<file path="src/hdl/abmd_pkg.sv">
// Shared types, widths and helpers for the accelerometer batch motion detector.
// No dependencies; the top level, the divider and the testbench import this package.
package abmd_pkg;

    localparam int BATCH_MAX   = 32;
    localparam int AXES        = 3;
    localparam int AXIS_W      = 13;
    localparam int AXIS_OFFSET = 4000;
    localparam int AXIS_TOP    = (1 << (AXIS_W - 1)) - 1 + AXIS_OFFSET;
    localparam int ADDR_W      = (BATCH_MAX > 1) ? $clog2(BATCH_MAX) : 1;
    localparam int CNT_W       = $clog2(BATCH_MAX + 1);
    localparam int SUM_W       = $clog2(BATCH_MAX * AXIS_TOP + 1);
    localparam int STEP_W      = $clog2(SUM_W);
    localparam int SHAKE_W     = 16;
    localparam int APB_AW      = 3;
    localparam int APB_DW      = 32;

    localparam logic [0:0]        REG_THRESH   = 1'b0;
    localparam logic [AXIS_W-1:0] THRESH_RESET = AXIS_W'(1000);

    typedef logic [AXES-1:0][AXIS_W-1:0] t_axes;
    typedef logic [AXES-1:0][SUM_W-1:0]  t_sums;

    typedef struct packed {
        logic             start;
        logic [CNT_W-1:0] divisor;
    } t_div_req;

    function automatic logic [AXIS_W-1:0] offset_axis(input logic [AXIS_W-1:0] raw);
        logic signed [AXIS_W:0] v;
        v = $signed({raw[AXIS_W-1], raw}) + $signed((AXIS_W + 1)'(AXIS_OFFSET));
        return v[AXIS_W] ? '0 : v[AXIS_W-1:0];
    endfunction

endpackage

</file>
<file path="src/hdl/accel_batch_motion_detector.sv">
// Top level: sample intake, batch store, mean division, rescan and running totals.
// Depends on abmd_pkg, abmd_ram and abmd_div.
//
//  channel   | handshake              | payload
//  ----------+------------------------+-------------------------------------------
//  sample in | start & !busy          | i_accel_x/y/z, i_vibrated, i_last_sample,
//            |                        | i_restart
//  result    | o_valid, one cycle     | o_batch_deviation, o_running_max,
//            |                        | o_shake_total, o_discarded
//  config    | psel & penable & pwrite| paddr, pwdata; prdata, pready
//
// A sample without the last flag leaves busy low; a new one may follow at once.
// A closing sample holds busy through the close state, the divide, a scan of the
// stored samples through the store's read port and the update state.
// A discarded batch holds busy for one cycle only. The result strobe rises in the
// cycle in which busy falls and cannot be stalled. Reset is synchronous and clears
// all totals.
module accel_batch_motion_detector (
    input  logic                          i_clk,
    input  logic                          i_rst_n,
    input  logic                          start,
    output logic                          busy,
    input  logic [abmd_pkg::AXIS_W-1:0]   i_accel_x,
    input  logic [abmd_pkg::AXIS_W-1:0]   i_accel_y,
    input  logic [abmd_pkg::AXIS_W-1:0]   i_accel_z,
    input  logic                          i_vibrated,
    input  logic                          i_last_sample,
    input  logic                          i_restart,
    output logic                          o_valid,
    output logic [abmd_pkg::AXIS_W-1:0]   o_batch_deviation,
    output logic [abmd_pkg::AXIS_W-1:0]   o_running_max,
    output logic [abmd_pkg::SHAKE_W-1:0]  o_shake_total,
    output logic                          o_discarded,
    input  logic                          psel,
    input  logic                          penable,
    input  logic                          pwrite,
    input  logic [abmd_pkg::APB_AW-1:0]   paddr,
    input  logic [abmd_pkg::APB_DW-1:0]   pwdata,
    output logic [abmd_pkg::APB_DW-1:0]   prdata,
    output logic                          pready
);
    import abmd_pkg::*;

    typedef enum logic [2:0] {
        S_IDLE,
        S_CLOSE,
        S_DIV,
        S_SCAN,
        S_UPDATE
    } t_state;

    t_state               r_state;
    logic [AXIS_W-1:0]    r_thresh;
    t_sums                r_sums;
    logic [CNT_W-1:0]     r_cnt;
    logic                 r_vib;
    logic [AXIS_W-1:0]    r_max;
    logic [SHAKE_W-1:0]   r_shakes;
    logic [ADDR_W-1:0]    r_idx;
    logic                 r_last_rd;
    logic                 r_pend;
    logic [AXIS_W-1:0]    r_big;
    logic                 r_valid;
    logic [AXIS_W-1:0]    r_o_dev;
    logic [AXIS_W-1:0]    r_o_max;
    logic [SHAKE_W-1:0]   r_o_shk;
    logic                 r_o_disc;

    logic                 accept;
    logic                 store_we;
    logic                 discard;
    logic                 rd_en;
    t_axes                sample;
    t_axes                rd_data;
    t_sums                n_sums;
    t_sums                quot;
    t_div_req             div_req;
    logic                 div_done;
    logic [AXIS_W-1:0]    n_big;
    logic [AXIS_W-1:0]    n_max;
    logic [SHAKE_W-1:0]   n_shakes;

    assign busy     = (r_state != S_IDLE);
    assign accept   = start && !busy;
    assign store_we = accept && (r_cnt < CNT_W'(BATCH_MAX));
    assign discard  = r_vib || (r_cnt == '0);

    assign sample[0] = offset_axis(i_accel_x);
    assign sample[1] = offset_axis(i_accel_y);
    assign sample[2] = offset_axis(i_accel_z);

    always_comb begin
        for (int a = 0; a < AXES; a++) begin
            n_sums[a] = r_sums[a] + SUM_W'(sample[a]);
        end
    end

    assign rd_en = (r_state == S_SCAN) && !r_last_rd;

    abmd_ram #(
        .WIDTH (AXES * AXIS_W),
        .DEPTH (BATCH_MAX)
    ) u_store (
        .i_clk   (i_clk),
        .i_we    (store_we),
        .i_waddr (r_cnt[ADDR_W-1:0]),
        .i_wdata (sample),
        .i_re    (rd_en),
        .i_raddr (r_idx),
        .o_rdata (rd_data)
    );

    assign div_req.start   = (r_state == S_CLOSE) && !discard;
    assign div_req.divisor = r_cnt;

    abmd_div u_div (
        .i_clk      (i_clk),
        .i_rst_n    (i_rst_n),
        .i_req      (div_req),
        .i_dividend (r_sums),
        .o_done     (div_done),
        .o_quotient (quot)
    );

    always_comb begin
        logic [AXIS_W-1:0] s;
        logic [AXIS_W-1:0] m;
        logic [AXIS_W-1:0] d;
        n_big = r_big;
        for (int a = 0; a < AXES; a++) begin
            s = rd_data[a];
            m = quot[a][AXIS_W-1:0];
            d = (s < m) ? m - s : s - m;
            if (d > n_big) begin
                n_big = d;
            end
        end
    end

    assign n_max    = (r_big > r_max) ? r_big : r_max;
    assign n_shakes = ((r_big > r_thresh) && (r_shakes != '1)) ? r_shakes + 1'b1 : r_shakes;

    always_ff @(posedge i_clk) begin
        if (!i_rst_n) begin
            r_state   <= S_IDLE;
            r_thresh  <= THRESH_RESET;
            r_sums    <= '0;
            r_cnt     <= '0;
            r_vib     <= 1'b0;
            r_max     <= '0;
            r_shakes  <= '0;
            r_idx     <= '0;
            r_last_rd <= 1'b0;
            r_pend    <= 1'b0;
            r_big     <= '0;
            r_valid   <= 1'b0;
            r_o_dev   <= '0;
            r_o_max   <= '0;
            r_o_shk   <= '0;
            r_o_disc  <= 1'b0;
        end else begin
            r_valid <= 1'b0;
            if (psel && penable && pwrite && (paddr[APB_AW-1] == REG_THRESH)) begin
                r_thresh <= pwdata[AXIS_W-1:0];
            end
            case (r_state)
                S_IDLE: begin
                    if (accept) begin
                        if (i_restart) begin
                            r_max    <= '0;
                            r_shakes <= '0;
                        end
                        if (i_vibrated) begin
                            r_vib <= 1'b1;
                        end
                        if (store_we) begin
                            r_sums <= n_sums;
                            r_cnt  <= r_cnt + 1'b1;
                        end
                        if (i_last_sample) begin
                            r_state <= S_CLOSE;
                        end
                    end
                end
                S_CLOSE: begin
                    if (discard) begin
                        r_valid  <= 1'b1;
                        r_o_dev  <= '0;
                        r_o_max  <= r_max;
                        r_o_shk  <= r_shakes;
                        r_o_disc <= 1'b1;
                        r_sums   <= '0;
                        r_cnt    <= '0;
                        r_vib    <= 1'b0;
                        r_state  <= S_IDLE;
                    end else begin
                        r_state <= S_DIV;
                    end
                end
                S_DIV: begin
                    if (div_done) begin
                        r_idx     <= '0;
                        r_last_rd <= 1'b0;
                        r_pend    <= 1'b0;
                        r_big     <= '0;
                        r_state   <= S_SCAN;
                    end
                end
                S_SCAN: begin
                    r_pend <= rd_en;
                    if (rd_en) begin
                        if (r_idx == ADDR_W'(r_cnt - 1'b1)) begin
                            r_last_rd <= 1'b1;
                        end else begin
                            r_idx <= r_idx + 1'b1;
                        end
                    end
                    if (r_pend) begin
                        r_big <= n_big;
                        if (r_last_rd) begin
                            r_state <= S_UPDATE;
                        end
                    end
                end
                S_UPDATE: begin
                    r_max    <= n_max;
                    r_shakes <= n_shakes;
                    r_valid  <= 1'b1;
                    r_o_dev  <= r_big;
                    r_o_max  <= n_max;
                    r_o_shk  <= n_shakes;
                    r_o_disc <= 1'b0;
                    r_sums   <= '0;
                    r_cnt    <= '0;
                    r_vib    <= 1'b0;
                    r_state  <= S_IDLE;
                end
                default: begin
                    r_state <= S_IDLE;
                end
            endcase
        end
    end

    assign o_valid           = r_valid;
    assign o_batch_deviation = r_o_dev;
    assign o_running_max     = r_o_max;
    assign o_shake_total     = r_o_shk;
    assign o_discarded       = r_o_disc;

    assign pready = 1'b1;
    assign prdata = (paddr[APB_AW-1] == REG_THRESH) ? APB_DW'(r_thresh) : '0;

endmodule

</file>
<file path="src/hdl/abmd_ram.sv">
// Generic single-port-write, single-port-read RAM with registered read data.
// No dependencies.
module abmd_ram #(
    parameter int WIDTH = 8,
    parameter int DEPTH = 16
) (
    input  logic                                   i_clk,
    input  logic                                   i_we,
    input  logic [(DEPTH > 1 ? $clog2(DEPTH) : 1)-1:0] i_waddr,
    input  logic [WIDTH-1:0]                       i_wdata,
    input  logic                                   i_re,
    input  logic [(DEPTH > 1 ? $clog2(DEPTH) : 1)-1:0] i_raddr,
    output logic [WIDTH-1:0]                       o_rdata
);

    logic [WIDTH-1:0] r_mem [DEPTH];
    logic [WIDTH-1:0] r_rdata;

    always_ff @(posedge i_clk) begin
        if (i_we) begin
            r_mem[i_waddr] <= i_wdata;
        end
        if (i_re) begin
            r_rdata <= r_mem[i_raddr];
        end
    end

    assign o_rdata = r_rdata;

endmodule

</file>
<file path="src/hdl/abmd_div.sv">
// Restoring divider, one quotient bit per cycle, all axis sums in lockstep.
// Depends on abmd_pkg.
module abmd_div (
    input  logic              i_clk,
    input  logic              i_rst_n,
    input  abmd_pkg::t_div_req i_req,
    input  abmd_pkg::t_sums   i_dividend,
    output logic              o_done,
    output abmd_pkg::t_sums   o_quotient
);
    import abmd_pkg::*;

    logic                               r_run;
    logic                               r_done;
    logic [STEP_W-1:0]                  r_step;
    logic [CNT_W-1:0]                   r_div;
    t_sums                              r_work;
    logic [AXES-1:0][CNT_W-1:0]         r_rem;
    t_sums                              n_work;
    logic [AXES-1:0][CNT_W-1:0]         n_rem;

    always_comb begin
        logic [CNT_W:0] t;
        for (int a = 0; a < AXES; a++) begin
            t = {r_rem[a], r_work[a][SUM_W-1]};
            if (t >= {1'b0, r_div}) begin
                n_rem[a]  = CNT_W'(t - {1'b0, r_div});
                n_work[a] = {r_work[a][SUM_W-2:0], 1'b1};
            end else begin
                n_rem[a]  = t[CNT_W-1:0];
                n_work[a] = {r_work[a][SUM_W-2:0], 1'b0};
            end
        end
    end

    always_ff @(posedge i_clk) begin
        if (!i_rst_n) begin
            r_run  <= 1'b0;
            r_done <= 1'b0;
            r_step <= '0;
        end else begin
            r_done <= 1'b0;
            if (i_req.start) begin
                r_run  <= 1'b1;
                r_step <= '0;
                r_div  <= i_req.divisor;
                r_work <= i_dividend;
                r_rem  <= '0;
            end else if (r_run) begin
                r_work <= n_work;
                r_rem  <= n_rem;
                r_step <= r_step + 1'b1;
                if (r_step == STEP_W'(SUM_W - 1)) begin
                    r_run  <= 1'b0;
                    r_done <= 1'b1;
                end
            end
        end
    end

    assign o_done     = r_done;
    assign o_quotient = r_work;

endmodule

</file>
<file path="config.mk">
export PLATFORM = sky130hd
export DESIGN_NAME = accel_batch_motion_detector
export DESIGN_NICKNAME = d
export VERILOG_FILES = /design/src/hdl/abmd_pkg.sv /design/src/hdl/accel_batch_motion_detector.sv /design/src/hdl/abmd_ram.sv /design/src/hdl/abmd_div.sv
export SDC_FILE = /design/constraint.sdc
export NUM_CORES = 2
export LEC_CHECK = 0
export BUFFER_PORTS_ARGS = -buffer_cell sky130_fd_sc_hd__buf_2
export CAP_MARGIN = 20
export CORE_ASPECT_RATIO = 1.2
export CORE_MARGIN = 2
export CORE_UTILIZATION = 60
export CTS_BUF_LIST = sky130_fd_sc_hd__clkbuf_16
export CTS_CLUSTER_SIZE = 16
export DETAILED_ROUTE_END_ITERATION = 10
export GPL_ROUTABILITY_DRIVEN = 0
export GPL_TIMING_DRIVEN = 0
export PLACE_DENSITY = 0.77
export REMOVE_ABC_BUFFERS = 1
export SLEW_MARGIN = 20
export SYNTH_ARGS = -nofsm -noshare
export SYNTH_HDL_FRONTEND = slang
export SYNTH_SLANG_ARGS = --single-unit
</file>
<file path="constraint.sdc">
create_clock -name i_clk -period 8.8 [get_ports i_clk]
set_clock_uncertainty 0.15 [all_clocks]
set_input_delay 1.76 -clock i_clk [delete_from_list [all_inputs] [get_ports i_clk]]
set_output_delay 1.76 -clock i_clk [all_outputs]
set_load 0.005 [all_outputs]
</file>
Yosys cells after proc, flatten, opt, wreduce, memory -nomap -nowiden:

Memories as Yosys holds them, arrays and structs flattened. A register that Yosys moved wholly into a read port is not among the register bits.
Index checks and enable logic that the tools add are counted.

* add/subtract/negate cells: 20
* magnitude comparators: 12
* equal/unequal tests: 19
* muxes and demuxes: 74
* bitwise operators: 3
* reductions and logical operators: 33

Operator list (number)
* two-way mux 54 bit: 5
* two-way mux 13 bit: 17
* one-hot mux 54 bit (3 select lines): 1
* one-hot mux 13 bit (2 select lines): 4
* subtractor 13 bit: 6
* greater-than comparator 13 bit: 5
* two-way mux 16 bit: 4
* one-hot mux 16 bit (2 select lines): 2
* adder 18 x 13 -> 18 bit: 3
* adder 13 x 13 -> 14 bit, second input constant: 3
* less-than comparator 13 bit: 3
* two-way mux 6 bit: 6
* >= comparator 7 x 6 -> 1 bit: 3
* != test 2 bit, second input constant: 10
* two-way mux 18 bit: 1
* one-hot mux 6 bit (3 select lines): 1
* subtractor 6 bit: 3
* two-way mux 1 bit: 17
* adder 16 x 1 -> 16 bit, second input constant: 1
* != test 16 bit, second input constant: 1
* AND reduction 4 bit: 4
* two-way mux 3 bit: 5
* two-way mux 5 bit: 3
* one-hot mux 3 bit (4 select lines): 1
* other kinds (27): 52

* bits in registers: 255
* memory bits (writable): 1248
* output and inout port bits: 78
* word-level logic and storage cells: 190
* memories: 1

Memories
* u_store.r_mem: words 32, width 39, rd ports 1, clocked after memory_dff 1, wr ports 1, line abmd_ram.sv:16 `logic [WIDTH-1:0] r_mem [DEPTH];`

Longest topological paths before layout:

* depth after elaboration: 10
* gate-level depth with buffers: 44

By module:

From an unflattened synthesis, not the netlist that was laid out.

* cells, all modules: 4987
* area total of the unflattened synthesis: 69255.2 um^2

By module, submodules not included
* abmd_ram: times used 1, cells an instance 2743, area each 49892.9 um^2, sequential area each 38647.1 um^2
* accel_batch_motion_detector: times used 1, cells an instance 1944, area each 15074.5 um^2, sequential area each 3403.3 um^2
* abmd_div: times used 1, cells an instance 300, area each 4287.9 um^2, sequential area each 2482.4 um^2

Worst setup path before layout:

Ideal clock, no wire load.

* kind: register to register
* start: register u_store.r_rdata[6], in the netlist u_store.o_rdata[6], read port of u_store.r_mem
* end: register r_big[8]
* setup time: 117 ps
* arrival time: 7700 ps
* slack: 833 ps
* cell stages (with the launch flop): 43
* path buffers: 6
* cell sequence: edfxtp_1 -> inv_1 -> ha_1 -> buf_2 -> a211o_1 -> a211oi_2 -> nand3_1 -> a21oi_2 -> mux2_4 -> or4_4 -> and2_1 -> ha_1 -> nand2_1 -> nor2_1 -> a211oi_1 -> o211ai_1 -> and2_1 -> clkbuf_1 -> [... 7 more ...] -> a21oi_1 -> o221ai_1 -> and2_1 -> clkbuf_1 -> clkbuf_1 -> nand2_1 -> o21a_1 -> ha_1 -> nand3_1 -> o21bai_1 -> a31o_2 -> a31oi_1 -> o21a_1 -> nor2_1 -> or2_2 -> buf_1 -> o21a_1 -> a22o_1

* cells in the longest elaborated chain, start to end: 10
* elaborated cells on any way between the ends: 12
* classes of those cells: add/sub (2); order compare (4); mux (6)

Ends and longest elaborated chain
* from (decl): line abmd_ram.sv:17 `logic [WIDTH-1:0] r_rdata;`
* subtractor 13 bit / less-than comparator 13 bit (equally long branches): line accel_batch_motion_detector.sv:133 `d = (s < m) ? m - s : s - m;`
* two-way mux 13 bit (*): line accel_batch_motion_detector.sv:133
* greater-than comparator 13 bit: line accel_batch_motion_detector.sv:134 `if (d > n_big) begin`
* two-way mux 13 bit (*): line accel_batch_motion_detector.sv:134
* greater-than comparator 13 bit: line accel_batch_motion_detector.sv:134
* two-way mux 13 bit (*): line accel_batch_motion_detector.sv:134
* greater-than comparator 13 bit: line accel_batch_motion_detector.sv:134
* two-way mux 13 bit (*): line accel_batch_motion_detector.sv:134
* two-way mux 13 bit (*): line accel_batch_motion_detector.sv:218 `if (r_pend) begin`
* one-hot mux 13 bit (2 select lines) (*): line accel_batch_motion_detector.sv:166 `case (r_state)`
* to (signal assigned): line accel_batch_motion_detector.sv:219 `r_big <= n_big;`
* to (decl): line accel_batch_motion_detector.sv:62 `logic [AXIS_W-1:0] r_big;`

Mark *: on every way between the ends. The rest lies on a longest branch, timed or not. The select of a mux whose other input is x is not followed.
A chain may end at the register's enable or synchronous reset.

Final worst setup path:

Ends and elaborated chain as after synthesis.

==> impl_metrics.tcl <==
set metrics [dict create \
    max_cap_viol_count 0 \
    ant_nets 0 \
    vias 39929 \
    grt_max_degree 62 \
    hold_path.class "reg -> reg" \
    worst_pin_slew_ns 1.17 \
    clock_power_share 0.366 \
    p_switching_mw 4.21 \
    power_density_nw_per_um2 215 \
    dpl.cell_count 5720 \
    ys_types 91 \
    initial_utilization 0.605 \
    fin_cells 5985 \
    insertion_delay_ns 0.79 \
    antennaDiodeCount 0 \
    ys_top_cells_by_area "edfxtp_1, mux4_2, dfxtp_1, ha_1, nor2_1" \
    via_per_inst 6.67 \
    clock-sinks 1542 \
    fin_crit_ns 8.34 \
    io_buffer_count 119 \
    regToRegSetupSlack_ns 0.46 \
    outcome "complete, no violations" \
    slew_headroom 0.220 \
    cts_root_buf "clkbuf_16" \
    yosys_warnings 0 \
    p_int_mw 12.4 \
    core_area_um2 111000 \
    grt-ovfl-total 0 \
    endpoint_kind "flop" \
    irDropWorstVdd_mv 0.155 \
    drtIter0Drc 4996 \
    die_area_um2 115000 \
    critPathMaxFanout 25 \
    fp.dieH_um 371 \
    drive_gt1_frac 0.227 \
    grt_antenna_before_repair 1 \
    drv_slew 0 \
    hold_buffers 0 \
    fin_crit_sh 0.947 \
    setup.worst_path.start_class "flop" \
    slowest_delay_ns 0.53 \
    fp.dieW_um 310 \
    cts_buffer_depth 3 \
    final_hold_viol_count 0 \
    netlist_top_cells_count "edfxtp_1, mux4_2, nor2_1" \
    seqPwrFrac 0.501 \
    layout.nets 4678 \
    cts_tree "built" \
    worstSetupPathType "reg -> reg" \
    setup-violations-final 0 \
    grt_pass1_vias 40142 \
    crit_arrival_ns 8.86 \
    synth_top_cell_by_area "edfxtp_1" \
    grt_pass1_wl_um 261000 \
    cpMaxStageDelayCell "or4_4" \
    syn2layout_area_growth_pct 14.6 \
    syn_area_um2 67400 \
    synth_top_area_share 0.608 \
    holdWs_ns 0.309 \
    drt_wl_total_um 178000 \
    synth-seq-cells 1542 \
    drtPass1Iterations 8 \
    cts-buffers-inserted 145 \
    cpMostUsedCell "ha_1" \
    io-pin-count 161 \
    dp_hpwl_um 111000 \
    drc 0 \
    rows 134 \
    num-fill-cells 6743 \
    groute.usage.overall 0.316 \
    fmaxAchievable_ghz 0.120 \
    seq_area_frac_synth 0.661 \
    synth_edf_count 1365 \
    h-tree-depth 4 \
    swShare 0.253 \
    synth_ff_type "edfxtp_1" \
    syn_area_per_cell_um2 16.2 \
    syn_inst 4161 \
    power_leakage_nw 26.0 \
    wl_per_cell_um 29.8 \
    yosysMostFrequentCell "edfxtp_1" \
    combPwrFrac 0.132 \
    cts.reportedPaths.clkPinSlew_ns 0.06 \
    cp.required_ns 9.33 \
    async_flop_share 0 \
]
## worst paths after layout
check                end               start  cells after the start
max             r_big[8]  u_store.o_rdata[6]                     35
min          r_thresh[4]         r_thresh[4]                      2
max reg2reg     r_big[8]  u_store.o_rdata[6]                     35
min reg2reg  r_thresh[4]         r_thresh[4]                      2
## final cells by class
class / count / area (µm²) / share of cell area
Sequential cell: 1542 / 44600 / 0.577
Multi-Input combinational cell: 2244 / 21800 / 0.282
Timing Repair Buffer: 262 / 3830 / 0.0495
Clock buffer: 150 / 3750 / 0.0486
Tap cell: 1496 / 1870 / 0.0242
Clock inverter: 111 / 827 / 0.0107
Inverter: 180 / 678 / 0.00878
## cells by family (layout without fill, tap and decap cells)
group,count (synthesis),count (layout),synth area share
flops,1542,1542,0.661
compound gates,643,643,0.0615
xor+xnor,109,109,0.0142
other cells,2,20,0.000111
buf+inv,393,703,0.0237
simple gates,777,777,0.0535
fa+ha+maj,220,220,0.0422
mux,475,475,0.144
## through the flow
stage	cell area [µm²]	power [mW]	setup WS, ns	util	TNS [ns]
after floorplan	66500	9.85	-5.78	-	-256.32
after global placement	69000	10.4	-11.69	0.620	-5843.52
after detailed placement	72600	10.6	-0.780	0.652	-8.64
after CTS	77200	16.6	0.0137	0.693	0
after global routing	77300	17.1	-0.00968	0.694	-0.0100
final	77300	16.6	0.462	0.694	0
## routing by layer
metal  GRT usage  vias up  routed length (µm)
li1            -    16686                   -
met1       0.413    20192               64600
met2       0.505     2510               85900
met3      0.0699      541               18100
met4       0.157        0                9710
met5           0        -                   0
## layout by cell type, fill, tap and decap left out, types with 16 or more instances in the layout
| cell | instances |
|---|---|
| buf_12 | 41 |
| a31oi_1 | 24 |
| mux2_2 | 49 |
| or2_2 | 16 |
| a211oi_1 | 23 |
| xor2_1 | 49 |
| nand2b_1 | 16 |
| ha_1 | 208 |
| nor2b_1 | 24 |
| inv_1 | 227 |
| o21bai_1 | 16 |
| and2_1 | 17 |
| nor3_1 | 36 |
| conb_1 | 20 |
| a22oi_1 | 47 |
| nand4_1 | 23 |
| dfxtp_1 | 172 |
| mux2i_1 | 31 |
| buf_2 | 120 |
| clkbuf_16 | 150 |
| o21a_1 | 21 |
| clkinv_1 | 24 |
| or3_1 | 16 |
| edfxtp_1 | 1365 |
| a21o_1 | 42 |
| and3_1 | 19 |
| nor2_1 | 216 |
| buf_16 | 78 |
| o21ai_0 | 155 |
| a21oi_1 | 179 |
| xnor2_1 | 60 |
| nor2_4 | 36 |
| clkinv_2 | 16 |
| mux4_2 | 390 |
| nand3_1 | 54 |
| nand2_1 | 233 |
## repair_timing
action / CTS / global route
buffers inserted: 0 / 3
gates resized for setup: 5 / 3
pin swaps: 1 / 2
setup endpoints to repair: 13 / 13
## state kept, by name (all words and copies together), names as in the netlist, 16 cells and up
name	flops
u_store.r_mem	1248
r_sums	54
u_div.o_quotient	54
u_store.o_rdata	39
u_div.r_rem	18
o_shake_total	16
r_shakes	16
## power by group through the flow
stage / Clock, mW / Sequential (mW) / Combinational [mW]
after floorplan: 0 / 8.46 / 1.39
after global placement: 0 / 8.51 / 1.89
after detailed placement: 0 / 8.49 / 2.08
after CTS: 6.14 / 8.34 / 2.13
after global routing: 6.39 / 8.35 / 2.38
final: 6.09 / 8.34 / 2.20
## critical path: cells and delay by family (launching register included)
family | cells | cell delay, ns
mux | 1 | 0.33
fa+ha+maj | 4 | 1.22
flops | 1 | 0.42
simple gates | 13 | 2.78
buf+inv | 3 | 0.26
compound gates | 14 | 3.06
No activity file was read; power rests on OpenSTA's default activity.
